**config.mk**
```make
export PLATFORM = sky130hd
export DESIGN_NAME = lor_to_sinogram_bin
export DESIGN_NICKNAME = d
export VERILOG_FILES = /design/src/design/lsb_pkg.sv /design/src/design/lor_to_sinogram_bin.sv /design/src/design/lsb_cfg.sv
export VERILOG_INCLUDE_DIRS = /design/src /design/src/design
export SDC_FILE = /design/constraint.sdc
export NUM_CORES = 1
export LEC_CHECK = 0
export ABC_AREA = 1
export BUFFER_PORTS_ARGS = -buffer_cell sky130_fd_sc_hd__buf_2
export CORE_ASPECT_RATIO = 1.1
export CORE_MARGIN = 1
export CORE_UTILIZATION = 49
export CTS_CLUSTER_SIZE = 14
export DETAILED_ROUTE_END_ITERATION = 8
export PLACE_DENSITY = 0.74
export REMOVE_ABC_BUFFERS = 1
export SLEW_MARGIN = 0
export SYNTH_ARGS = -nofsm -noshare
export SYNTH_HDL_FRONTEND = slang
export SYNTH_HIERARCHICAL = 1
export SYNTH_SLANG_ARGS = --single-unit
```
**constraint.sdc**
```tcl
create_clock -name clk -period 17.2 [get_ports clk]
set_clock_uncertainty 0.1 [all_clocks]
set_input_delay 3.44 -clock clk [delete_from_list [all_inputs] [get_ports clk]]
set_output_delay 3.44 -clock clk [all_outputs]
set_load 0.01 [all_outputs]
```
**src/design/lor_to_sinogram_bin_macros.svh**
```systemverilog
// ----------------------------------------------------------------------------
// lor_to_sinogram_bin assertion macros
// shared concurrent assertion forms, clocked on clk and disabled in reset
// ----------------------------------------------------------------------------
`ifndef LOR_TO_SINOGRAM_BIN_MACROS_SVH
`define LOR_TO_SINOGRAM_BIN_MACROS_SVH

// same-cycle implication
`define LSB_ASSERT_IMPL(lbl, ante, cons, msg) \
  lbl: assert property (@(posedge clk) disable iff (!rst_n) (ante) |-> (cons)) \
    else $error(msg);

// next-cycle implication
`define LSB_ASSERT_NEXT(lbl, ante, cons, msg) \
  lbl: assert property (@(posedge clk) disable iff (!rst_n) (ante) |=> (cons)) \
    else $error(msg);

`endif

```
**src/design/lsb_pkg.sv**
```systemverilog
// ----------------------------------------------------------------------------
// lsb_pkg
// shared types, register indexes and arithmetic steps of the sinogram binner
// ----------------------------------------------------------------------------
package lsb_pkg;

  localparam int MAX_RINGS    = 128;
  localparam int MAX_CRYSTALS = 1024;

  localparam int RING_W      = 7;
  localparam int ANG_W       = 10;
  localparam int CPR_W       = 11;
  localparam int CFG_ADDR_W  = 3;
  localparam int CFG_DATA_W  = 11;
  localparam int IN_TDATA_W  = 40;
  localparam int OUT_TDATA_W = 40;

  localparam logic [CFG_ADDR_W-1:0] REG_CPR      = 3'd0;
  localparam logic [CFG_ADDR_W-1:0] REG_SPAN     = 3'd1;
  localparam logic [CFG_ADDR_W-1:0] REG_HALF     = 3'd2;
  localparam logic [CFG_ADDR_W-1:0] REG_MAX_RD   = 3'd3;
  localparam logic [CFG_ADDR_W-1:0] REG_TANG_OFF = 3'd4;
  localparam logic [CFG_ADDR_W-1:0] REG_TANG_CNT = 3'd5;

  typedef struct packed {
    logic [CPR_W-1:0] cpr;      // saturated crystals per ring
    logic [7:0]       span;
    logic [6:0]       hs;
    logic [6:0]       max_rd;
    logic [9:0]       t_off;
    logic [10:0]      t_cnt;
  } cfg_t;

  // one restoring remainder step, remainder below divisor <= 1024
  function automatic logic [ANG_W-1:0] rem_step(logic [ANG_W-1:0] rem, logic b,
                                                logic [CPR_W-1:0] d);
    logic [CPR_W-1:0] t;
    logic [CPR_W-1:0] t_sub;
    t     = {rem, b};
    t_sub = t - d;
    return (t >= d) ? t_sub[ANG_W-1:0] : t[ANG_W-1:0];
  endfunction

  // one restoring division step, returns {quotient bit, remainder}
  function automatic logic [8:0] div_step(logic [7:0] rem, logic b, logic [7:0] d);
    logic [8:0] t;
    logic [8:0] t_sub;
    logic       ge;
    t     = {rem, b};
    t_sub = t - {1'b0, d};
    ge    = (t >= {1'b0, d});
    return {ge, (ge ? t_sub[7:0] : t[7:0])};
  endfunction

endpackage

```
**src/design/lor_to_sinogram_bin.sv**
```systemverilog
// ----------------------------------------------------------------------------
// lor_to_sinogram_bin
// maps a coincidence event (two ring/angle crystals) to a sinogram bin
// ----------------------------------------------------------------------------
// usage
//   in_*  : one event per request, ring_a/angle_a/ring_b/angle_b in in_tdata
//   out_* : one bin per event, valid_res in out_tuser, bin fields in out_tdata
//   cfg_* : register writes, index 0..5, taken on any edge with cfg_we high;
//           user must write only while no event is in flight (not enforced)
// pipeline: four register stages; throughput one event per cycle while
//   out_tready stays high, set by the four-stage pipeline (two stages of
//   angle remainder and span division steps, geometry stage, segment
//   sign stage)
// reset: pipeline emptied, registers back to their defaults
// stall: each stage holds while the next one is full and blocked; bubbles
//   close up, so in_tready stays high until all four stages are occupied
// ----------------------------------------------------------------------------
`include "lor_to_sinogram_bin_macros.svh"

module lor_to_sinogram_bin (
  input  logic                               clk,
  input  logic                               rst_n,
  // ring_a[6:0], angle_a[16:7], ring_b[23:17], angle_b[33:24], zero pad
  input  logic [lsb_pkg::IN_TDATA_W-1:0]     in_tdata,
  input  logic                               in_tvalid,
  output logic                               in_tready,
  // segment[7:0], view[16:8], axial_pos[24:17], tang_pos[34:25], zero pad
  output logic [lsb_pkg::OUT_TDATA_W-1:0]    out_tdata,
  // valid_res[0]
  output logic                               out_tuser,
  output logic                               out_tvalid,
  input  logic                               out_tready,
  input  logic                               cfg_we,
  input  logic [lsb_pkg::CFG_ADDR_W-1:0]     cfg_addr,
  input  logic [lsb_pkg::CFG_DATA_W-1:0]     cfg_wdata
);

  lsb_pkg::cfg_t cfg;

  lsb_cfg u_cfg (
    .clk      (clk),
    .rst_n    (rst_n),
    .cfg_we   (cfg_we),
    .cfg_addr (cfg_addr),
    .cfg_wdata(cfg_wdata),
    .cfg      (cfg)
  );

  // stage handshake
  logic s1_vld_r, s2_vld_r, s3_vld_r, s4_vld_r;
  logic rdy1, rdy2, rdy3, rdy4;

  assign rdy4      = !s4_vld_r || out_tready;
  assign rdy3      = !s3_vld_r || rdy4;
  assign rdy2      = !s2_vld_r || rdy3;
  assign rdy1      = !s1_vld_r || rdy2;
  assign in_tready = rdy1;

  always_ff @(posedge clk) begin
    if (!rst_n) begin
      s1_vld_r <= 1'b0;
      s2_vld_r <= 1'b0;
      s3_vld_r <= 1'b0;
      s4_vld_r <= 1'b0;
    end else begin
      if (rdy1) s1_vld_r <= in_tvalid;
      if (rdy2) s2_vld_r <= s1_vld_r;
      if (rdy3) s3_vld_r <= s2_vld_r;
      if (rdy4) s4_vld_r <= s3_vld_r;
    end
  end

  // ---------------- stage 1: ring math, upper remainder and division steps
  logic [lsb_pkg::RING_W-1:0] ra, rb;
  logic [9:0] aa, ab;
  assign ra = in_tdata[6:0];
  assign aa = in_tdata[16:7];
  assign rb = in_tdata[23:17];
  assign ab = in_tdata[33:24];

  logic [9:0] s1_rem_a_nxt, s1_rem_b_nxt;
  logic [6:0] s1_abs_nxt, dv;
  logic [7:0] s1_rsum_nxt, s1_drem_nxt;
  logic [3:0] s1_q_nxt;
  logic       s1_ok_nxt;
  logic [8:0] ds1;

  always_comb begin
    s1_rem_a_nxt = '0;
    s1_rem_b_nxt = '0;
    for (int i = 0; i < 5; i++) begin
      s1_rem_a_nxt = lsb_pkg::rem_step(s1_rem_a_nxt, aa[9-i], cfg.cpr);
      s1_rem_b_nxt = lsb_pkg::rem_step(s1_rem_b_nxt, ab[9-i], cfg.cpr);
    end
    s1_abs_nxt  = (ra > rb) ? ra - rb : rb - ra;
    s1_rsum_nxt = {1'b0, ra} + {1'b0, rb};
    dv          = (s1_abs_nxt > cfg.hs) ? s1_abs_nxt - cfg.hs - 7'd1 : 7'd0;
    s1_drem_nxt = '0;
    s1_q_nxt    = '0;
    for (int i = 0; i < 4; i++) begin
      ds1         = lsb_pkg::div_step(s1_drem_nxt, dv[6-i], cfg.span);
      s1_drem_nxt = ds1[7:0];
      s1_q_nxt    = {s1_q_nxt[2:0], ds1[8]};
    end
    s1_ok_nxt = (cfg.cpr != '0) &&
                ({2'b0, ra} < 9'(lsb_pkg::MAX_RINGS)) &&
                ({2'b0, rb} < 9'(lsb_pkg::MAX_RINGS)) &&
                (s1_abs_nxt <= cfg.max_rd);
  end

  logic [9:0] s1_rem_a_r, s1_rem_b_r;
  logic [4:0] s1_aa_lo_r, s1_ab_lo_r;
  logic [6:0] s1_abs_r;
  logic [7:0] s1_rsum_r, s1_drem_r;
  logic [3:0] s1_q_r;
  logic [2:0] s1_dv_lo_r;
  logic       s1_rlt_r, s1_ok_r;

  always_ff @(posedge clk) begin
    if (rdy1) begin
      s1_rem_a_r <= s1_rem_a_nxt;
      s1_rem_b_r <= s1_rem_b_nxt;
      s1_aa_lo_r <= aa[4:0];
      s1_ab_lo_r <= ab[4:0];
      s1_abs_r   <= s1_abs_nxt;
      s1_rsum_r  <= s1_rsum_nxt;
      s1_drem_r  <= s1_drem_nxt;
      s1_q_r     <= s1_q_nxt;
      s1_dv_lo_r <= dv[2:0];
      s1_rlt_r   <= (ra < rb);
      s1_ok_r    <= s1_ok_nxt;
    end
  end

  // ---------------- stage 2: lower remainder and division steps
  logic [9:0] s2_a1_nxt, s2_a2_nxt;
  logic [7:0] drem2;
  logic [6:0] s2_q_nxt;
  logic [8:0] ds2;

  always_comb begin
    s2_a1_nxt = s1_rem_a_r;
    s2_a2_nxt = s1_rem_b_r;
    for (int i = 0; i < 5; i++) begin
      s2_a1_nxt = lsb_pkg::rem_step(s2_a1_nxt, s1_aa_lo_r[4-i], cfg.cpr);
      s2_a2_nxt = lsb_pkg::rem_step(s2_a2_nxt, s1_ab_lo_r[4-i], cfg.cpr);
    end
    drem2    = s1_drem_r;
    s2_q_nxt = {s1_q_r, 3'b000};
    for (int i = 0; i < 3; i++) begin
      ds2         = lsb_pkg::div_step(drem2, s1_dv_lo_r[2-i], cfg.span);
      drem2       = ds2[7:0];
      s2_q_nxt[2-i] = ds2[8];
    end
  end

  logic [9:0] s2_a1_r, s2_a2_r;
  logic [6:0] s2_abs_r, s2_q_r;
  logic [7:0] s2_rsum_r;
  logic       s2_rlt_r, s2_ok_r;

  always_ff @(posedge clk) begin
    if (rdy2) begin
      s2_a1_r   <= s2_a1_nxt;
      s2_a2_r   <= s2_a2_nxt;
      s2_abs_r  <= s1_abs_r;
      s2_q_r    <= s2_q_nxt;
      s2_rsum_r <= s1_rsum_r;
      s2_rlt_r  <= s1_rlt_r;
      s2_ok_r   <= s1_ok_r;
    end
  end

  // ---------------- stage 3: tangential, view, axial, segment magnitude
  logic [10:0]        sum3, th3;
  logic [9:0]         half3, dang3;
  logic [11:0]        x3, vt, vt1, vt2, cpr12;
  logic signed [11:0] dh3, s3_tang_nxt;
  logic signed [12:0] win3;
  logic               s3_neg1_nxt, s3_ok_nxt;
  logic [8:0]         s3_view_nxt;
  logic [14:0]        prod3;
  logic [7:0]         diff3, s3_axial_nxt, s3_mag_nxt;
  logic               span_le1;

  always_comb begin
    sum3        = {1'b0, s2_a1_r} + {1'b0, s2_a2_r};
    half3       = cfg.cpr[10:1];
    x3          = {1'b0, cfg.cpr} + {cfg.cpr, 1'b0};
    th3         = x3[11:1];
    s3_neg1_nxt = (sum3 >= {1'b0, half3}) && (sum3 < th3);
    dang3       = (s2_a2_r > s2_a1_r) ? s2_a2_r - s2_a1_r : s2_a1_r - s2_a2_r;
    dh3         = $signed({2'b00, dang3}) - $signed({2'b00, half3});
    s3_tang_nxt = s3_neg1_nxt ? -dh3 : dh3;
    win3        = $signed({s3_tang_nxt[11], s3_tang_nxt}) + $signed({3'b000, cfg.t_off});
    s3_ok_nxt   = s2_ok_r && !win3[12] && (win3 < $signed({2'b00, cfg.t_cnt}));

    cpr12       = {1'b0, cfg.cpr};
    vt          = {1'b0, sum3} + {2'b00, half3};
    vt1         = (vt >= cpr12) ? vt - cpr12 : vt;
    vt2         = (vt1 >= cpr12) ? vt1 - cpr12 : vt1;
    s3_view_nxt = vt2[9:1];

    span_le1    = (cfg.span <= 8'd1);
    prod3       = s2_q_r * cfg.span;
    diff3       = s2_rsum_r - {1'b0, s2_abs_r};
    if (span_le1) begin
      s3_axial_nxt = {1'b0, diff3[7:1]};
      s3_mag_nxt   = {1'b0, s2_abs_r};
    end else if (s2_abs_r <= cfg.hs) begin
      s3_axial_nxt = s2_rsum_r;
      s3_mag_nxt   = '0;
    end else begin
      s3_axial_nxt = s2_rsum_r - 8'd1 - {1'b0, cfg.hs} - prod3[7:0];
      s3_mag_nxt   = {1'b0, s2_q_r} + 8'd1;
    end
  end

  logic [9:0]         s3_a1_r, s3_a2_r;
  logic signed [11:0] s3_tang_r;
  logic               s3_neg1_r, s3_neg2_r, s3_rlt_r, s3_ok_r;
  logic [8:0]         s3_view_r;
  logic [7:0]         s3_axial_r, s3_mag_r;

  always_ff @(posedge clk) begin
    if (rdy3) begin
      s3_a1_r    <= s2_a1_r;
      s3_a2_r    <= s2_a2_r;
      s3_tang_r  <= s3_tang_nxt;
      s3_neg1_r  <= s3_neg1_nxt;
      s3_neg2_r  <= !(s2_a1_r < s2_a2_r);
      s3_rlt_r   <= s2_rlt_r;
      s3_ok_r    <= s3_ok_nxt;
      s3_view_r  <= s3_view_nxt;
      s3_axial_r <= s3_axial_nxt;
      s3_mag_r   <= s3_mag_nxt;
    end
  end

  // ---------------- stage 4: segment orientation and output register
  logic signed [11:0] hf4;
  logic signed [12:0] su4, cp13, c1, c2, c1w, c2w;
  logic               seg_neg4;
  logic [7:0]         seg4;

  always_comb begin
    hf4  = s3_tang_r >>> 1;
    // shift term is sign1*sign2*u with u the negated floor half
    su4  = (s3_neg1_r ^ s3_neg2_r) ? $signed({hf4[11], hf4}) : -$signed({hf4[11], hf4});
    cp13 = $signed({2'b00, cfg.cpr});
    c1   = $signed({3'b000, s3_a1_r}) - su4;
    c2   = $signed({3'b000, s3_a2_r}) + su4;
    if (c1 < 0)          c1w = c1 + cp13;
    else if (c1 >= cp13) c1w = c1 - cp13;
    else                 c1w = c1;
    if (c2 < 0)          c2w = c2 + cp13;
    else if (c2 >= cp13) c2w = c2 - cp13;
    else                 c2w = c2;
    seg_neg4 = s3_rlt_r ^ !(c1w < c2w);
    seg4     = seg_neg4 ? 8'(-s3_mag_r) : s3_mag_r;
  end

  logic [7:0] seg_r, axial_r;
  logic [8:0] view_r;
  logic [9:0] tang_r;
  logic       vres_r;

  always_ff @(posedge clk) begin
    if (rdy4) begin
      vres_r  <= s3_ok_r;
      seg_r   <= s3_ok_r ? seg4 : 8'd0;
      view_r  <= s3_ok_r ? s3_view_r : 9'd0;
      axial_r <= s3_ok_r ? s3_axial_r : 8'd0;
      tang_r  <= s3_ok_r ? s3_tang_r[9:0] : 10'd0;
    end
  end

  assign out_tvalid = s4_vld_r;
  assign out_tuser  = vres_r;
  assign out_tdata  = {5'b00000, tang_r, axial_r, view_r, seg_r};

  // checks
  `LSB_ASSERT_IMPL(a_invalid_zero, out_tvalid && !out_tuser, out_tdata == '0, "invalid bin with nonzero fields")
  `LSB_ASSERT_NEXT(a_s1_hold, s1_vld_r && !rdy2, s1_vld_r && $stable(s1_rem_a_r) && $stable(s1_abs_r), "stage 1 lost under stall")
  `LSB_ASSERT_NEXT(a_s3_hold, s3_vld_r && !rdy4, s3_vld_r && $stable(s3_tang_r) && $stable(s3_ok_r), "stage 3 lost under stall")

endmodule

```
**src/design/lsb_cfg.sv**
```systemverilog
// ----------------------------------------------------------------------------
// lsb_cfg
// configuration register file with crystal count saturation
// ----------------------------------------------------------------------------
module lsb_cfg (
  input  logic                             clk,
  input  logic                             rst_n,
  input  logic                             cfg_we,
  input  logic [lsb_pkg::CFG_ADDR_W-1:0]   cfg_addr,
  input  logic [lsb_pkg::CFG_DATA_W-1:0]   cfg_wdata,
  output lsb_pkg::cfg_t                    cfg
);

  logic [10:0] cpr_r;
  logic [7:0]  span_r;
  logic [6:0]  hs_r;
  logic [6:0]  max_rd_r;
  logic [9:0]  t_off_r;
  logic [10:0] t_cnt_r;

  always_ff @(posedge clk) begin
    if (!rst_n) begin
      cpr_r    <= 11'd576;
      span_r   <= 8'd1;
      hs_r     <= 7'd0;
      max_rd_r <= 7'd127;
      t_off_r  <= 10'd128;
      t_cnt_r  <= 11'd256;
    end else if (cfg_we) begin
      unique case (cfg_addr)
        lsb_pkg::REG_CPR:      cpr_r    <= cfg_wdata[10:0];
        lsb_pkg::REG_SPAN:     span_r   <= cfg_wdata[7:0];
        lsb_pkg::REG_HALF:     hs_r     <= cfg_wdata[6:0];
        lsb_pkg::REG_MAX_RD:   max_rd_r <= cfg_wdata[6:0];
        lsb_pkg::REG_TANG_OFF: t_off_r  <= cfg_wdata[9:0];
        lsb_pkg::REG_TANG_CNT: t_cnt_r  <= cfg_wdata[10:0];
        default: ;
      endcase
    end
  end

  always_comb begin
    cfg.cpr    = (cpr_r > 11'(lsb_pkg::MAX_CRYSTALS)) ? 11'(lsb_pkg::MAX_CRYSTALS) : cpr_r;
    cfg.span   = span_r;
    cfg.hs     = hs_r;
    cfg.max_rd = max_rd_r;
    cfg.t_off  = t_off_r;
    cfg.t_cnt  = t_cnt_r;
  end

endmodule

```
### Yosys cells after proc, flatten, opt, wreduce, memory -nomap -nowiden

Index checks and enable logic that the tools add are counted.

| word-level totals | value |
|---|---|
| register bits | 261 |
| latch bits | 0 |
| RAM bits | 0 |
| memory bits (read-only) | 0 |
| input port bits | 59 |
| output and inout port bits | 43 |
| word-level logic and storage cells | 220 |
| memories | 0 |

| operators by class | value |
|---|---|
| $add $sub $neg | 54 |
| $mul | 1 |
| div/mod/pow operators | 0 |
| $lt $le $gt $ge | 46 |
| equality and inequality tests | 5 |
| shift operators | 0 |
| mux-type cells | 43 |
| bitwise operators | 2 |
| reductions and logical operators | 24 |

Operator list:

| operator | count |
|---|---|
| 2-to-1 mux 10 bit | 22 |
| subtractor 10 bit | 21 |
| >= comparator 11 bit | 18 |
| 2-to-1 mux 13 bit | 5 |
| 2-to-1 mux 8 bit | 8 |
| >= comparator 9 x 8 -> 1 bit | 6 |
| subtractor 8 bit | 6 |
| 2-to-1 mux 7 bit | 5 |
| adder 13 x 12 -> 13 bit | 2 |
| >= comparator 13 x 12 -> 1 bit | 2 |
| < comparator 13 x 1 -> 1 bit, second input constant | 2 |
| subtractor 13 x 12 -> 13 bit | 2 |
| >= comparator 12 x 11 -> 1 bit | 2 |
| 2-to-1 mux 12 bit | 2 |
| >= comparator 1 x 11 -> 1 bit | 2 |
| subtractor 7 bit | 3 |
| subtractor 1 x 10 -> 10 bit | 2 |
| subtractor 8 x 7 -> 8 bit | 2 |
| > comparator 7 bit | 2 |
| <= comparator 7 bit | 2 |
| adder 11 x 13 -> 13 bit | 1 |
| adder 12 x 11 -> 13 bit | 1 |
| < comparator 13 x 12 -> 1 bit | 1 |
| < comparator 13 bit | 1 |
| other kinds (35) | 55 |

### Depth between registers and ports, before layout

Gate-level depths: netlist of the first run.

| logic depth | value |
|---|---|
| word-level depth | 13 |
| gate-level depth with buffers | 76 |
| mapped depth without buffers | 75 |

### Modules after synthesis

The synthesis of the first run kept the hierarchy.

By module, submodules not included:

| module | instances | cells each | area an instance (µm²) | seq. area each (µm²) |
|---|---|---|---|---|
| lor_to_sinogram_bin | 1 | 4194 | 31081.1 | 6115.9 |
| lsb_cfg | 1 | 276 | 2050.7 | 1081.0 |

### Worst setup path before layout of the first run

No wires, ideal clock.

| timing | value |
|---|---|
| kind | input -> register |
| from | in in_tdata[2] in the netlist's numbering |
| to | reg s1_drem_r[2] (data pin) |
| library setup time | 258 ps |
| arrival time | 12652 ps |
| data required time | 16842 ps |
| path slack | 4190 ps |
| stages | 74 |
| buffers on the path | 2 |
| cell sequence | inv_1 ha_1 clkbuf_1 inv_1 nor3_1 o21ai_0 nand2_1 a21oi_1 nor2_1 o32ai_1 nand2_1 o21ai_0 xor2_1 inv_1 ha_1 a21oi_1 inv_1 o21ai_0 [38 not listed] nand3b_4 clkinv_4 nand2_1 o21ai_0 ha_1 a21oi_1 nand2_1 a21oi_1 o21ai_0 nand2_1 nand2_1 a21oi_1 inv_1 a221oi_1 o21ai_4 nor2_8 buf_6 o21ai_1 |

| between the ends | value |
|---|---|
| cells in the longest elaborated chain, start to end | 13 |
| elaborated cells on any way between the ends | 20 |
| those cells by class | 8 x add/sub; 6 x order compare; 6 x mux |

RTL lines:

| element | line | source |
|---|---|---|
| start, declared | lor_to_sinogram_bin.sv:24 | `input logic [lsb_pkg::IN_TDATA_W-1:0] in_tdata,` |
| subtractor 7 bit / > comparator 7 bit (equally long branches) | lor_to_sinogram_bin.sv:95 | `s1_abs_nxt = (ra > rb) ? ra - rb : rb - ra;` |
| 2-to-1 mux 7 bit (*) | lor_to_sinogram_bin.sv:95 |  |
| via s1_abs_nxt[3] | lor_to_sinogram_bin.sv:82 | `logic [6:0] s1_abs_nxt, dv;` |
| subtractor 7 bit | lor_to_sinogram_bin.sv:97 | `dv = (s1_abs_nxt > cfg.hs) ? s1_abs_nxt - cfg.hs - 7'd1 : 7'd0;` |
| subtractor 7 x 1 -> 7 bit | lor_to_sinogram_bin.sv:97 |  |
| 2-to-1 mux 7 bit (*) | lor_to_sinogram_bin.sv:97 |  |
| >= comparator 1 x 8 -> 1 bit (*) | lsb_pkg.sv:51 | `ge = (t >= {1'b0, d});` |
| via s1_q_nxt[3] | lor_to_sinogram_bin.sv:84 | `logic [3:0] s1_q_nxt;` |
| [2 not listed] | -- |  |
| via s1_q_nxt[2] | lor_to_sinogram_bin.sv:84 |  |
| 2-to-1 mux 8 bit (*) | lsb_pkg.sv:52 | `return {ge, (ge ? t_sub[7:0] : t[7:0])};` |
| >= comparator 9 x 8 -> 1 bit (*) | lsb_pkg.sv:51 |  |
| via s1_q_nxt[1] | lor_to_sinogram_bin.sv:84 |  |
| 2-to-1 mux 8 bit (*) | lsb_pkg.sv:52 |  |
| subtractor 8 bit / >= comparator 9 x 8 -> 1 bit (equally long branches) | lsb_pkg.sv:50, lsb_pkg.sv:51 |  |
| 2-to-1 mux 8 bit (*) | lsb_pkg.sv:52 |  |
| via ds1[2] | lor_to_sinogram_bin.sv:86 | `logic [8:0] ds1;` |
| end signal, assigned | lor_to_sinogram_bin.sv:127 | `s1_drem_r <= s1_drem_nxt;` |
| end, declared | lor_to_sinogram_bin.sv:114 | `logic [7:0] s1_rsum_r, s1_drem_r;` |

The timed path passes the listed nets; every way through them passes the cells marked *.
A chain may end at the register's enable or synchronous reset.

### Worst setup path after layout of the first run

| timing | value |
|---|---|
| from | in in_tdata[2] in the netlist's numbering |
| to | reg s1_drem_r[1] (data pin) |

| between the ends | value |
|---|---|
| cells in the longest elaborated chain, start to end | 13 |
| elaborated cells on any way between the ends | 20 |
| those cells by class | 8 x add/sub; 6 x order compare; 6 x mux |

RTL lines:

| element | line |
|---|---|
| subtractor 7 bit / > comparator 7 bit (equally long branches) | lor_to_sinogram_bin.sv:95 |
| 2-to-1 mux 7 bit (*) | lor_to_sinogram_bin.sv:95 |
| via s1_abs_nxt[5] | lor_to_sinogram_bin.sv:82 |
| subtractor 7 bit | lor_to_sinogram_bin.sv:97 |
| subtractor 7 x 1 -> 7 bit | lor_to_sinogram_bin.sv:97 |
| 2-to-1 mux 7 bit (*) | lor_to_sinogram_bin.sv:97 |
| >= comparator 1 x 8 -> 1 bit (*) | lsb_pkg.sv:51 |
| via s1_q_nxt[3] | lor_to_sinogram_bin.sv:84 |
| [2 not listed] | -- |
| via s1_q_nxt[2] | lor_to_sinogram_bin.sv:84 |
| 2-to-1 mux 8 bit (*) | lsb_pkg.sv:52 |
| >= comparator 9 x 8 -> 1 bit (*) | lsb_pkg.sv:51 |
| via s1_q_nxt[1] | lor_to_sinogram_bin.sv:84 |
| 2-to-1 mux 8 bit (*) | lsb_pkg.sv:52 |
| >= comparator 9 x 8 -> 1 bit (*) | lsb_pkg.sv:51 |
| via ds1[8] | lor_to_sinogram_bin.sv:86 |
| 2-to-1 mux 8 bit (*) | lsb_pkg.sv:52 |
| via ds1[1] | lor_to_sinogram_bin.sv:86 |

Marked as above.

==> results of run 1 <==
-- sequential cells by signal, summed over array words and instances, names as in the netlist, 9 cells and up --
signal and flops:
s1_rem_a_r 10, s1_rem_b_r 10, s2_a1_r 10, s2_a2_r 10, s3_a1_r 10, s3_a2_r 10, s3_tang_r 12, s3_view_r 9
tang_r 10, u_cfg/cpr_r 11, u_cfg/t_cnt_r 11, u_cfg/t_off_r 10, view_r 9
-- routing by layer --
layer / part of all wire, % / track usage (%) / up-vias
met5: 0 / 0 / -
met4: 2.8 / 7.77 / 0
met3: 5.3 / 2.23 / 136
met2: 46 / 42.9 / 692
met1: 45 / 33.2 / 13665
li1: - / - / 15125
-- path summary, 6_finish.rpt --
| check | endpoint | slack [ps] | cells after the start |
|---|---|---|---|
| worst max-delay path | s1_drem_r[1]$_DFFE_PP_ | 3180 | 74 |
| worst min-delay path | s2_rsum_r[4]$_DFFE_PP_ | 320 | 0 |
| worst max register to register | s2_a1_r[9]$_DFFE_PP_ | 4160 | 56 |
| worst min register to register | s2_rsum_r[4]$_DFFE_PP_ | 320 | 0 |
-- cells in the mapped netlist, drive strengths merged (7+ instances only) --
master / n / area share [%]
inv: 692 / 7.9
nor3b: 7 / 0.17
or2: 23 / 0.43
o21a: 8 / 0.18
o221ai: 10 / 0.26
edfxtp: 201 / 18
a21boi: 7 / 0.17
xor2: 241 / 6.4
a211oi: 12 / 0.27
nand2: 844 / 9.7
and2: 16 / 0.30
buf: 27 / 0.53
a21oi: 376 / 5.7
nand4: 37 / 0.70
xnor2: 95 / 2.5
ha: 535 / 20
a31oi: 19 / 0.36
o31ai: 23 / 0.52
o21bai: 37 / 0.88
o211ai: 35 / 0.82
nor3: 64 / 0.97
nand3: 163 / 2.6
fa: 66 / 4.0
a221o: 9 / 0.27
a21o: 16 / 0.36
nand3b: 10 / 0.26
a221oi: 16 / 0.44
o21ai: 387 / 5.9
nor2: 349 / 4.2
o22ai: 7 / 0.13
dfxtp: 58 / 3.5
clkbuf: 52 / 0.59
-- area by class of cell --
type | instances | area [sq um]
fill | 6380 | 31000
multi-input combinational | 3440 | 23000
sequential | 259 | 7200
inverter | 697 | 2630
tap | 858 | 1070
clock buffer | 36 | 826
timing repair buffer | 123 | 698
clock inverter | 20 | 199
antenna | 6 | 15.0
-- cell usage in the layout, fill, tap and decap left out, types with 16 or more instances in the layout --
| master | instances |
|---|---|
| edfxtp_1 | 201 |
| nor3_1 | 64 |
| fa_1 | 66 |
| o21ai_0 | 366 |
| nand2_1 | 832 |
| inv_1 | 672 |
| a31oi_1 | 19 |
| nand3_1 | 157 |
| dfxtp_1 | 58 |
| a21oi_1 | 376 |
| ha_1 | 535 |
| xor2_1 | 240 |
| and2_1 | 16 |
| buf_4 | 33 |
| clkbuf_16 | 32 |
| o31ai_1 | 23 |
| buf_2 | 90 |
| a21o_1 | 16 |
| o21bai_1 | 35 |
| or2_2 | 22 |
| xnor2_1 | 95 |
| o211ai_1 | 33 |
| o21ai_1 | 18 |
| nor2_1 | 333 |
| nand4_1 | 37 |
-- worst max-delay path: cells and delay by family --
kind | cells | cell delay [ps]
simple gates | 25 | 2380
xor+xnor | 1 | 200
buf+inv | 15 | 1500
compound gates | 25 | 4310
fa+ha+maj | 7 | 2080
mux | 1 | 430
-- logic make-up (layout without fill, tap and decap cells) --
logic type | count (synthesis) | in the layout | synth area share, %
xor gates and xnor gates | 336 | 336 | 8.90
muxes | 4 | 4 | 0.128
buffers and inverters | 776 | 876 | 9.06
DFF | 259 | 259 | 21.7
AOI/OAI and AO/OA | 974 | 974 | 16.6
adders and majority gates | 601 | 601 | 24.2
other | 1 | 12 | 0.0113
and+or+nand+nor | 1519 | 1519 | 19.4
-- through the flow --
| stage | setup WS [ps] | hold slack, ps | instance area [sq um] |
|---|---|---|---|
| after CTS | 3340 | 317 | 35600 |
| after detailed placement | 2680 | 308 | 34600 |
| after global routing | 2170 | 327 | 35600 |
| after global placement | 2800 | 302 | 34600 |
| final | 3180 | 324 | 35600 |
| after floorplan | 3290 | 300 | 32800 |
==> results.cfg, run 1 <==
[clocking]
cts_tree = built
post_cts_buffers = 0
cts_sinks = 259
clk_pin_slew_ps = 60
ctsHoldBuffers = 0
clock_path_buffers = 3
clk_latency_ps = 630
cts-buffers-inserted = 30
post_cts_resized = 0
cts_htree_levels = 1
clockRootBuffer = clkbuf_16

[setup_path]
slowest_delay_ps = 500
cp-start-kind = input port
critPathSlowestCell = o32ai_1
worst-setup-path-type = input port to flip-flop
cp_max_fo = 16
crit-reg2reg-launch = u_cfg/cpr_r[0]$_SDFFE_PN0P_
worstSetupStartpoint = in_tdata[2]
arrival_ps = 14310
cp-end-kind = flip-flop
cp.required_ps = 17490
path_common_cell = nand2_1

[global_routing]
first_global_vias = 27583
antenna_found_initial = 5
grt_first_pass_wirelength_mm = 139
grt_usage_pct = 25.0
grt.overflow.total = 0
grt_start_max_net_pins = 63

[floorplan]
die_w_um = 250
coreArea_sq_um = 66600
die_area_sq_um = 68700
initial_core_util_pct = 49.7
num_io_pins = 102
num_rows = 99
die_y_um = 275

[synthesis]
synth_cell_type_count = 76
syn_inst = 4470
postSynth.asyncResetShare_pct = 0
ys_seq_area_share_pct = 21.7
synth_ff_type = edfxtp_1
synth_edf_count = 201
synth.cell_area_sq_um = 33100
synth_seq_cells = 259
ys_warn_count = 6
avgSynthCellArea_sq_um = 7.41

[cells_and_area]
final_cells = 5439
fin_nets = 5211
drive_gt1_share_pct = 5.73
fin_util_pct = 53.4
area_growth_pct = 7.49

[outcome]
status = complete, no violations

[flow_run]
maxCapViolCount = 0

[place]
dp_hpwl_mm = 67.0
gp_congestion = 0.942
port-buffer-count = 90
dp_cells = 5377

[timing]
min_period_ps = 14020
hold_viol = 0
period_share_pct = 81.5
setup_viol = 0
fin_tns_setup_ps = 0
max_slew_margin_pct = 29.1
maxSlewViolCount = 0
rsz0062_at_grt = false
clock.fmax_mhz = 71.3
worst_pin_slew_ps = 1060

[route]
drc = 0
routed_wl_mm = 87.3
dr.pass1.iters = 6
wire_per_inst_um = 16.1
vias_per_cell = 5.45
ant_nets = 0
vias = 29618
initialDrtViolationCount = 1904

[min_path]
hold_class = flip-flop to flip-flop
hp-start = s1_rsum_r[4]$_DFFE_PP_
Power of run 1 is not shown: default switching activity piles up to over one toggle a cycle in this logic, so the estimate is an artifact.
==> inputs of run 2 (changes only) <==
--- a/config.mk
+++ b/config.mk
@@ -13,7 +13,7 @@
 export CORE_UTILIZATION = 49
 export CTS_CLUSTER_SIZE = 14
 export DETAILED_ROUTE_END_ITERATION = 8
-export PLACE_DENSITY = 0.74
+export PLACE_DENSITY = 0.77
 export REMOVE_ABC_BUFFERS = 1
 export SLEW_MARGIN = 0
 export SYNTH_ARGS = -nofsm -noshare
==> constraint.sdc (replaced) <==
create_clock -name clk -period 12 [get_ports clk]
set_clock_uncertainty 0.1 [all_clocks]
set_input_delay 2.4 -clock clk [delete_from_list [all_inputs] [get_ports clk]]
set_output_delay 2.4 -clock clk [all_outputs]
set_load 0.01 [all_outputs]
==> run 2 against run 1 <==
Compared with the run above: via count increased by 3.1%; die area did not move; sequential share of layout area shrank 0.63 points; largest cell class unchanged.
==> results.cfg, run 2 (synthesis gave the netlist of run 1 again) <==
[outcome]
status = complete, no violations

[setup_path]
cp-end-kind = flip-flop
cp_max_fo = 20
slowest_delay_ps = 610
worstSetupStartpoint = u_cfg/cpr_r[2]$_SDFFE_PN0P_
cp.required_ps = 12240
crit-reg2reg-launch = u_cfg/cpr_r[2]$_SDFFE_PN0P_
worst-setup-path-type = flip-flop to flip-flop
cp-start-kind = flip-flop
critPathSlowestCell = o21ai_0
r2r_end = s2_a1_r[9]$_DFFE_PP_
arrival_ps = 11510
path_common_cell = a21oi_1
worstRegToRegCells = 56
rrSetupSlack_ps = 730
crit_path_end = s2_a1_r[9]$_DFFE_PP_

[route]
vias_per_cell = 5.49
dr.pass1.iters = 6
vias = 30527
routed_wl_mm = 90.4
ant_nets = 0
initialDrtViolationCount = 2034
drc = 0
wire_per_inst_um = 16.3

[floorplan]
num_rows = 99
die_w_um = 250
die_area_sq_um = 68700
initial_core_util_pct = 49.7
die_y_um = 275
coreArea_sq_um = 66600
num_io_pins = 102

[timing]
worst_pin_slew_ps = 1080
maxSlewViolCount = 0
min_period_ps = 11270
max_slew_margin_pct = 28.1
setup_viol = 0
period_share_pct = 93.9
hold_viol = 0
clock.fmax_mhz = 88.7
fin_tns_setup_ps = 0

[cells_and_area]
fillerInstances = 6100
drive_gt1_share_pct = 8.92
largest_reg_flops = 12
top_regs = s3_tang_r (12), u_cfg/cpr_r (11), u_cfg/t_cnt_r (11)
fin_util_pct = 55.2
regMostFlops = s3_tang_r
fin_nets = 5330
final_cell_mix = nand2_1, inv_1, ha_1
final_common_cell = nand2_1
area_growth_pct = 10.9

[min_path]
hold_class = flip-flop to flip-flop

[clocking]
clock_path_buffers = 3
clk_latency_ps = 620
clockRootBuffer = clkbuf_16
clk_pin_slew_ps = 70
cts_htree_levels = 1
cts-buffers-inserted = 31
cts_sinks = 259
cts_tree = built

[global_routing]
grt.overflow.total = 0
first_global_vias = 28618
grt_first_pass_wirelength_mm = 143
grt_start_max_net_pins = 63
grt_usage_pct = 25.5
antenna_found_initial = 6

[place]
port-buffer-count = 90
dp_hpwl_mm = 70.5
gp_congestion = 0.938

[flow_run]
maxCapViolCount = 0
## run 2: cell types whose count changed in the layout (fill, tap and decap cells not counted), moves of 5 or more
cell        previous run  this run
nor3_2                 0         5
o21ai_2                1         7
buf_4                 33       141
nor3_1                64        57
inv_2                 15        20
clkinvlp_4             0        11
inv_1                672       665
inv_6                  7         2
o21ai_1               18        37
o21ai_0              366       341
## run 2: worst min-delay path by stage
stage | start | to | slack [ps] | depth (start not counted)
2_1_floorplan | s1_abs_r[0]$_DFFE_PP_ | s2_abs_r[0]$_DFFE_PP_ | 300 | 0
3_3_place_gp | s1_rsum_r[5]$_DFFE_PP_ | s2_rsum_r[5]$_DFFE_PP_ | 300 | 0
3_5_place_dp | s1_rsum_r[1]$_DFFE_PP_ | s2_rsum_r[1]$_DFFE_PP_ | 300 | 0
4_1_cts | s1_q_r[2]$_DFFE_PP_ | s2_q_r[5]$_DFFE_PP_ | 320 | 0
5_1_grt | s1_rsum_r[4]$_DFFE_PP_ | s2_rsum_r[4]$_DFFE_PP_ | 320 | 0
6_report | s1_rsum_r[1]$_DFFE_PP_ | s2_rsum_r[1]$_DFFE_PP_ | 320 | 0
## run 2: area by class of cell
type | count | area, sq um | area share, %
sequential | 259 | 7200 | 19.6
antenna | 7 | 17.5 | 0.0477
inverter | 697 | 2650 | 7.21
timing repair inverter | 3 | 22.5 | 0.0613
clock inverter | 23 | 275 | 0.749
tap | 858 | 1070 | 2.92
timing repair buffer | 237 | 1610 | 4.37
clock buffer | 35 | 791 | 2.15
multi-input combinational | 3441 | 23100 | 62.9
## run 2: per-layer routing
layer / routed length, um / global-route usage [%] / part of all wire [%] / vias up
li1: - / - / - / 15402
met1: 39900 / 33.0 / 44 / 14113
met2: 42200 / 44.2 / 47 / 831
met3: 5070 / 2.33 / 5.6 / 181
met4: 3230 / 9.70 / 3.6 / 0
met5: 0 / 0 / 0 / -
## run 2: worst max-delay path: cells and delay by family (launching register included)
kind	cells	cell delay [ps]
AO/OA/AOI/OAI	26	5170
buffers and inverters	7	1660
AND/OR/NAND/NOR	18	1940
adder cells (fa/ha/maj)	5	1730
flip-flops	1	360
## run 2: per-stage QoR
| step | instance area (sq um) | worst slack [ps] | hold WS, ps | cells |
|---|---|---|---|---|
| finish | 36800 | 728 | 317 | 5560 |
| global route | 36800 | -33.2 | 322 | 5559 |
| CTS | 36400 | 237 | 318 | 5535 |
| detailed placement | 35400 | -159 | 305 | 5477 |
| global placement | 35400 | -75.6 | 303 | 5477 |
| floorplan | 32800 | -1910 | 300 | 4396 |
## run 2: repair_timing
action | CTS | global route
hold buffers | 0 | 0
gates resized for setup | 0 | 73
buffers inserted | 0 | 14
setup endpoints to repair | 0 | 49
Power of run 2 is left out for the same reason.
